### src/rtl/mpcs_pkg.sv
package mpcs_pkg;

  localparam int MAX_PROCESSES_DEF = 16;
  localparam int TIME_WIDTH_DEF    = 16;

  localparam logic [2:0] FCFS = 3'd0;
  localparam logic [2:0] RR   = 3'd1;
  localparam logic [2:0] SPN  = 3'd2;
  localparam logic [2:0] SRT  = 3'd3;
  localparam logic [2:0] HRRN = 3'd4;

  localparam logic OP_ARRIVE = 1'b0;
  localparam logic OP_TICK   = 1'b1;

  localparam logic [0:0] CFG_POLICY  = 1'b0;
  localparam logic [0:0] CFG_QUANTUM = 1'b1;

  // Control that travels down the row of queue cells.
  typedef struct packed {
    logic push;     // append the pushed slot at the fill count
    logic remove;   // close the gap at the removal position
  } mpcs_qctl_t;

endpackage

### src/rtl/mpcs_cell.sv
module mpcs_cell #(
  parameter int SLOT_W = 4,
  parameter int POS_W  = 5,
  parameter int MY_POS = 0
) (
  input  logic                clk,
  input  mpcs_pkg::mpcs_qctl_t ctl,
  input  logic [POS_W-1:0]    tail,
  input  logic [POS_W-1:0]    rm_pos,
  input  logic [SLOT_W-1:0]   push_slot,
  input  logic [SLOT_W-1:0]   next_slot,
  output logic [SLOT_W-1:0]   slot
);
  import mpcs_pkg::*;

  logic [SLOT_W-1:0] slot_r;
  logic [SLOT_W-1:0] slot_nxt;
  logic [POS_W-1:0]  me;
  logic [POS_W-1:0]  eff_tail;

  assign me = POS_W'(MY_POS);
  assign slot = slot_r;

  // The queue stays compacted: removal shifts later cells down by one, then
  // a push lands at the (possibly shortened) tail.
  always_comb begin
    slot_nxt = slot_r;
    eff_tail = tail;
    if (ctl.remove) begin
      eff_tail = tail - POS_W'(1);
      if (me >= rm_pos) begin
        slot_nxt = next_slot;
      end
    end
    if (ctl.push && me == eff_tail) begin
      slot_nxt = push_slot;
    end
  end

  always_ff @(posedge clk) begin
    slot_r <= slot_nxt;
  end
endmodule

### config.mk
export PLATFORM = sky130hd
export DESIGN_NAME = mpcs_cell
export DESIGN_NICKNAME = d
export VERILOG_FILES = /design/src/rtl/mpcs_pkg.sv /design/src/rtl/mpcs_cell.sv
export SDC_FILE = /design/constraint.sdc
export NUM_CORES = 1
export LEC_CHECK = 0
export BUFFER_PORTS_ARGS = -buffer_cell sky130_fd_sc_hd__buf_2
export CAP_MARGIN = 5
export CORE_AREA = 2 2 39 41
export CTS_BUF_LIST = sky130_fd_sc_hd__clkbuf_2
export DETAILED_ROUTE_END_ITERATION = 8
export DIE_AREA = 0 0 41 43
export HOLD_SLACK_MARGIN = 0.06
export PLACE_DENSITY = 0.63
export SETUP_SLACK_MARGIN = 0.02
export SYNTH_ARGS = -nofsm -noshare
export SYNTH_HDL_FRONTEND = slang
export SYNTH_SLANG_ARGS = --single-unit
### constraint.sdc
create_clock -name clk -period 3.1 [get_ports clk]
set_clock_uncertainty 0.05 [all_clocks]
set_input_delay 0.31 -clock clk [delete_from_list [all_inputs] [get_ports clk]]
set_output_delay 0.31 -clock clk [all_outputs]
set_load 0.1 [all_outputs]
After elaboration in Yosys (flattened, before gate mapping)
Cells that the tools add are included.
{ "op_classes": {"n_lt_le_gt_ge": 1, "addsub": 1, "reduce_logical": 5, "muxes": 4} }
{ "op_table": {"columns": ["op", "count"], "rows": [
  ["$mux 4", 3],
  ["$ge 1x5->1 const A", 1],
  ["$logic_not 5->1", 1],
  ["$mux 5", 1],
  ["$sub 5x1->5 const B", 1],
  ["$reduce_bool 2->1", 2],
  ["$reduce_and 2->1", 1],
  ["$logic_and 1x1->1", 1]
]} }
{ "totals": {"inputBits": 21, "wordCells": 12, "ff_bits": 4, "out_inout_bits": 4} }

Depth between registers and ports, before layout
Gate-level depths: netlist of the first run.
{ "depth": {"word_depth": 6, "mapped_depth": 5, "depth_no_buf": 5} }

Worst setup path after synthesis of the first run
Ideal clock, no wire load.
{ "synth_timing": {"path_type": "input-to-reg", "startpoint": "in tail[0]", "endpoint": "reg slot_r[0], in the netlist slot[0] (enable)", "t_required_ns": 2.715, "setup_time_ns": 0.335, "arrival_time_ns": 1.279, "cell_stages": 5, "setup_slack_ns": 1.436, "path_buffers": 0, "cell_sequence": "inv_1 > ha_1 > inv_1 > o31a_4 > o21ai_1"} }
{ "synth_via": {"elab_chain_len": 6, "elab_cells_between_ends": 7, "cone_classes": "add/sub (1); mux (1); reduce/logical (5)"} }
{ "synth_lines": {"columns": ["item", "line", "text"], "rows": [
  ["from (decl)", "mpcs_cell.sv:8", "input logic [POS_W-1:0] tail,"],
  ["$sub 5x1->5", "mpcs_cell.sv:30", "eff_tail = tail - POS_W'(1);"],
  ["$mux 5 *", "mpcs_cell.sv:29", "if (ctl.remove) begin"],
  ["$logic_not 5->1 *", "mpcs_cell.sv:35", "if (ctl.push && me == eff_tail) begin"],
  ["$logic_and 1x1->1 *", "mpcs_cell.sv:35", null],
  ["$reduce_bool 2->1 (no line)", null, null],
  ["$reduce_and 2->1 (no line) *", null, null],
  ["to (signal assigned)", "mpcs_cell.sv:41", "slot_r <= slot_nxt;"],
  ["to (decl)", "mpcs_cell.sv:16", "logic [SLOT_W-1:0] slot_r;"]
]} }
Every way passes the cells marked *; elsewhere a longest branch is shown, timed or not.
A chain may end at the register's enable or synchronous reset.

Final worst setup path of the first run
Same ends and word-level chain as after synthesis.

==> run metrics, run 1 <==
Final Hold Vio Count 0; total global-route track usage 0.105; count of unresolved DRC violations after routing 0; met2 WL post-DR 473 um; CP bufs+invs 3; Initial Utilization 0.250; worst setup path class in2reg; highest-delay cell along the critical path sky130_fd_sc_hd__o31a_4; wire length of the first global-routing pass 1300 um; Sw Share 0.309; data arrival at the endpoint of the critical path 1.49 ns; library cell with the largest summed area after synthesis sky130_fd_sc_hd__edfxtp_1; Internal Power 0.000108 W; top cell family by delay on the critical path compound AO/OA/AOI/OAI gates; Seq cells post-synth 4; clock tree root buffer cell sky130_fd_sc_hd__clkbuf_2; endpoint of the worst hold-timing path slot[0]; detailed placement HPWL 730 um; share of the synthesized area in the top cell type 0.347; count of mapped cells out of synthesis 36; run status finished, final reports clean; floorplan die width 41 um; number of distinct library cell variants in the gate-level netlist after synthesis 19; routed len/inst 10.5 um; sink count of the clock tree 4; final antenna diode count 0; # placed instances 76; series of cell instances along the critical path buf_2 -> inv_1 -> ha_1 -> inv_1 -> o31a_4 -> o21ai_1; kind of start point of the critical path input pin; layout overhead on the synthesized area 44.8%; routability congestion estimate from global placement 0.733; via-per-instance ratio between 5 and 6; total of endpoints with negative setup slack in the final report 0; number of search-and-repair iterations in the first detailed-routing pass 4; count of nets after finishing 87; standard-cell rows 14; static leakage power 0.226 nW; total I/O pin count 25; most frequent standard cell in the layout excluding fill and tap cells sky130_fd_sc_hd__buf_2; actual transition at the worst max-transition pin between 0.5 and 0.6 ns; Port Buffers 24; layout cells sized above 1 0.508; clock tree from TritonCTS yes; area of the core 1380 um^2; wire length on met1 296 um; top routing layer in use met3; count of placed standard cells in the final layout, fillers left out just under 80; total number of H-tree levels 1; sequential fraction of the synthesis area 0.347; maximum ir drop on the vdd rail 0.0000681 V; highest clock frequency the design can meet about 600 MHz; total congestion overflow 0; overall via count from detail_route 401; data required time of the worst path 2.92 ns; post-synth design cell area around 350 um^2; cell types occupying the most area after synthesis sky130_fd_sc_hd__edfxtp_1, sky130_fd_sc_hd__o311ai_0, sky130_fd_sc_hd__o211ai_1; Final period util 0.540; clock share of power 0.293; number of nets still failing antenna checks after routing 0; min-delay src next_slot[0]; total CTS buffers 3; CP max stage delay 0.38 ns; setup repair after global routing missed its margin no; final slew viol count 0; part of the total power dissipated in combinational logic 0.311; number of flip-flops under the largest register name 4; die footprint about 1800 um^2; drt initial violations 3; Final Cell Area 502 um^2; hold bufs inserted after CTS 0; buffers from clock root to sink, at most 2; Flop pwr share 0.396; number of antenna violations at the first check in global routing 0; met3 wire length 60 um; maximum number of pins on one net before global-route repair 6; number of setup buffers added after CTS 0; clock transition at the registers of the reported paths 0.04 ns; Yosys warning count 0; via count of the first global-routing pass 361; syn avg cell area 9.63 um^2; Critical Path Most Common Cell sky130_fd_sc_hd__inv_1; post-cts sizing count 0; Switch Pwr between 0.00004 and 0.00005 W; number of instances on the worst hold path 3; pwr dens roughly 310 nW/um^2; cell area after placement a little under 500 um^2; net count after synthesis 58; worst relative slew slack 0.646; endpoint kind of the worst setup timing path flop; total wire length after detailed routing 829 um; Hold/Removal Path Class in2reg; floorplan die height 43 um; Max-Cap Viols 0; total negative slack for setup checks 0 ns; Critical Path Fanout Max 5; shortest clock period the worst path allows after layout 1.67 ns
worst min-delay path, delay by kind of cell:
family,cells,cell delay (ns)
buf+inv,1,0.08
compound gates,2,0.16
stage by stage:
step | setup slack, ns | utilization | power [W] | hold WS (ns)
2_1_floorplan | 1.44 | - | 0.0000928 | 0.507
3_3_place_gp | 1.25 | 0.352 | 0.000111 | 0.629
3_5_place_dp | 1.19 | 0.352 | 0.000112 | 0.625
4_1_cts | 1.41 | 0.363 | 0.000160 | 0.405
5_1_grt | 1.33 | 0.363 | 0.000168 | 0.420
6_report | 1.43 | 0.363 | 0.000157 | 0.416
cell type report:
class                           count  area [um^2]
Clock buffer                        3         15.0
Fill cell                         154          882
Inverter                            3         11.3
Multi-Input combinational cell     29          215
Sequential cell                     4          120
Tap cell                           16         20.0
Timing Repair Buffer               24          120
kinds of logic after synthesis:
kind of cell / Yosys count / share of synthesized area
buf+inv: 3 / 0.0325
compound gates: 16 / 0.361
simple gates: 12 / 0.224
fa+ha+maj: 1 / 0.0361
flops: 4 / 0.347
metal layers:
metal	vias to the layer above	track usage
met4	0	0.0600
met5	-	0
met1	182	0.109
li1	203	-
met3	0	0.0157
met2	16	0.184
power groups by stage:
| stage | Clock [W] | Combinational (W) | Sequential, W |
|---|---|---|---|
| after floorplan | 0 | 0.0000202 | 0.0000725 |
| after global placement | 0 | 0.0000484 | 0.0000629 |
| after detailed placement | 0 | 0.0000489 | 0.0000630 |
| after CTS | 0.0000483 | 0.0000493 | 0.0000621 |
| after global routing | 0.0000515 | 0.0000540 | 0.0000622 |
| final | 0.0000459 | 0.0000488 | 0.0000621 |
synthesized netlist by cell type:
cell type and instances:
sky130_fd_sc_hd__ha_1 1, sky130_fd_sc_hd__nand3_1 4, sky130_fd_sc_hd__nand3b_1 1, sky130_fd_sc_hd__o311ai_0 4, sky130_fd_sc_hd__o211ai_1 4, sky130_fd_sc_hd__edfxtp_1 4, sky130_fd_sc_hd__or3b_2 1, sky130_fd_sc_hd__nor2b_1 1
sky130_fd_sc_hd__nand2_2 1, sky130_fd_sc_hd__inv_1 3, sky130_fd_sc_hd__a21boi_0 1, sky130_fd_sc_hd__o31a_4 1, sky130_fd_sc_hd__o21ai_0 4, sky130_fd_sc_hd__a21bo_2 1, sky130_fd_sc_hd__nor3b_1 1, sky130_fd_sc_hd__nand2_1 1
sky130_fd_sc_hd__or3_4 1, sky130_fd_sc_hd__nor4_1 1, sky130_fd_sc_hd__o21ai_1 1
worst max-delay path by stage:
stage / to / cells after the start / slack (ns) / startpoint
6_report: slot[0] / 6 / 1.43 / tail[0]
5_1_grt: slot[0] / 6 / 1.33 / tail[0]
4_1_cts: slot[0] / 6 / 1.41 / tail[0]
3_5_place_dp: slot[1] / 6 / 1.19 / tail[0]
3_3_place_gp: slot[0] / 6 / 1.25 / tail[0]
2_1_floorplan: slot[0] / 5 / 1.44 / tail[0]
Power figures use the tool's default switching activity.
==> run 2, diff against run 1 <==
Settings changed: PLACE_DENSITY 0.63 to 0.65.
Clock period 3.1 ns to 1.5 ns, I/O delays scaled along.
==> run 2 against run 1 <==
Worst hold slack worse by 0.16 ns. Routed wire length up 5.2%. Via count up 3.0%. Setup slack worse by 1.3 ns. Die area unchanged. Sequential cell count unchanged. Sequential power up 110%. Clock-buffer cell count unchanged. Utilization up 3.0 points. Final cell count up 6.3%. Critical endpoint is now slot[2]. Largest cell class unchanged.
==> run metrics, run 2 (synthesis gave the netlist of run 1 again) <==
Flop pwr share 0.382 (was 0.396); last element of the critical path slot[2] (was slot[0]); detailed placement HPWL 769 um (was 730 um); first element of the critical path tail[0] (unchanged); via count of the first global-routing pass 431 (was 361); layout overhead on the synthesized area 56.7% (was 44.8%); hold slack 0.259 ns (was 0.416 ns); layout cells sized above 1 0.559 (was 0.508); total wire length after detailed routing 872 um (was 829 um); floorplan die height 43 um (unchanged); kind of start point of the critical path input pin (unchanged); Final period util 0.898; global routing met1 resource utilization 0.142 (was 0.109); clock share of power 0.280 (was 0.293); total number of H-tree levels 1 (unchanged); worst setup path class in2reg (unchanged); footprint of the flip-flops and latches 120 um^2 (unchanged); number of setup buffers added after CTS 0 (unchanged); total I/O pin count 25 (unchanged); total CTS buffers 3 (unchanged); Sw Share 0.305 (was 0.309); static leakage power 0.252 nW (was 0.226 nW); maximum number of pins on one net before global-route repair 6 (unchanged); data arrival at the endpoint of the critical path 1.21 ns (was 1.49 ns); run status finished, final reports clean (unchanged); clock tree root buffer cell sky130_fd_sc_hd__clkbuf_2 (unchanged); Global Route met2 Usage 0.222 (was 0.184); count of unresolved DRC violations after routing 0 (unchanged); multi-input gate area in the final layout 219 um^2 (was 215 um^2); global-route layer with the greatest usage met2 (unchanged); maximum ir drop on the vdd rail 0.000139 V (was 0.0000681 V); final antenna diode count 0 (unchanged); number of antenna violations at the first check in global routing 0 (unchanged); post-cts sizing count 0 (unchanged); endpoint kind of the worst setup timing path flop (unchanged); Switch Pwr 0.000103 W (was 0.0000485 W); highest clock frequency the design can meet 742 MHz; utilization after layout 0.392 (was 0.363); Initial Utilization 0.250 (unchanged); data required time of the worst path 1.37 ns (was 2.92 ns); part of the total power dissipated in combinational logic 0.339 (was 0.311); standard-cell rows 14 (unchanged); wire length of the first global-routing pass 1620 um (was 1300 um); Port Buffers 24 (unchanged); number of nets still failing antenna checks after routing 0 (unchanged); setup repair after global routing missed its margin no (unchanged); hold bufs inserted after CTS 0 (unchanged); most frequent cells in the layout sky130_fd_sc_hd__buf_2, sky130_fd_sc_hd__buf_4; pwr dens 619 nW/um^2 (was 313 nW/um^2); Final Hold Vio Count 0 (unchanged); final slew viol count 0 (unchanged); via-per-instance ratio 4.92 (was 5.08); Critical Path Fanout Max 4 (was 5); number of flip-flops under the largest register name 4 (unchanged); die footprint 1760 um^2 (unchanged); filler cell count in the final layout 142 (was 154); routed len/inst 10.4 um (was 10.5 um); shortest clock period the worst path allows after layout about 1.3 ns; total congestion overflow 0 (unchanged); overall via count from detail_route 413 (was 401); total negative slack for setup checks 0 ns (unchanged); buffers from clock root to sink, at most 2 (unchanged); actual transition at the worst max-transition pin 0.486 ns (was 0.530 ns); sink count of the clock tree 4 (unchanged); min-delay src next_slot[3] (was next_slot[0]); number of search-and-repair iterations in the first detailed-routing pass 4 (unchanged); total of endpoints with negative setup slack in the final report 0 (unchanged); count of nets after finishing 92 (was 87); area of the core 1380 um^2 (unchanged); total global-route track usage 0.134 (was 0.105); clock tree from TritonCTS yes (unchanged); clock transition at the registers of the reported paths 0.04 ns (about the same); Internal Power 0.000234 W (was 0.000108 W); routability congestion estimate from global placement 0.791 (was 0.733); drt initial violations 4 (was 3); GR Layer Usage met3 0.0157 (unchanged); most frequent standard cell in the layout excluding fill and tap cells sky130_fd_sc_hd__buf_2 (unchanged); Hold/Removal Path Class in2reg (unchanged); floorplan die width 41 um (unchanged); Max-Cap Viols 0 (unchanged); worst relative slew slack 0.678 (was 0.646)
==> run 2: power groups by stage <==
| stage | logic [W] | clock network, W | registers [W] |
|---|---|---|---|
| 2_1_floorplan | 0.0000427 | 0 | 0.000150 |
| 3_3_place_gp | 0.000113 | 0 | 0.000130 |
| 3_5_place_dp | 0.000114 | 0 | 0.000130 |
| 4_1_cts | 0.000115 | 0.0000991 | 0.000128 |
| 5_1_grt | 0.000128 | 0.000108 | 0.000128 |
| 6_report | 0.000114 | 0.0000941 | 0.000128 |
==> run 2: layer usage <==
layer,share of wire,vias up
met1,0.37,190
met4,0,0
met3,0.033,0
li1,-,214
met2,0.60,9
met5,0,-
==> run 2: worst min path at each step <==
stage,to,slack (ns),cells past startpoint
CTS,slot[1],0.25,3
detailed placement,slot[1],0.47,3
finish,slot[3],0.26,3
floorplan,slot[0],0.35,2
global route,slot[3],0.28,3
global placement,slot[2],0.46,3
==> run 2: critical path, cell delays in order <==
cell	delay [ns]
sky130_fd_sc_hd__buf_2	0.09
sky130_fd_sc_hd__inv_1	0.04
sky130_fd_sc_hd__ha_1	0.26
sky130_fd_sc_hd__inv_1	0.05
sky130_fd_sc_hd__buf_4	0.13
sky130_fd_sc_hd__o311ai_0	0.34
sky130_fd_sc_hd__o211ai_1	0.16
==> run 2: final cells by class <==
class | count | area share
Timing Repair Buffer | 29 | 0.290
Clock buffer | 3 | 0.0276
Inverter | 3 | 0.0207
Sequential cell | 4 | 0.221
Tap cell | 16 | 0.0369
Multi-Input combinational cell | 29 | 0.403
==> run 2: stage by stage <==
step | setup slack [ns] | std cells | total power, W | cell area, um^2
final | 0.153 | 84 | 0.000336 | 543
after global routing | 0.0351 | 84 | 0.000364 | 543
after CTS | 0.165 | 84 | 0.000342 | 543
after detailed placement | -0.0452 | 81 | 0.000244 | 528
after global placement | -0.0345 | 81 | 0.000243 | 528
after floorplan | 0.0692 | 36 | 0.000193 | 350
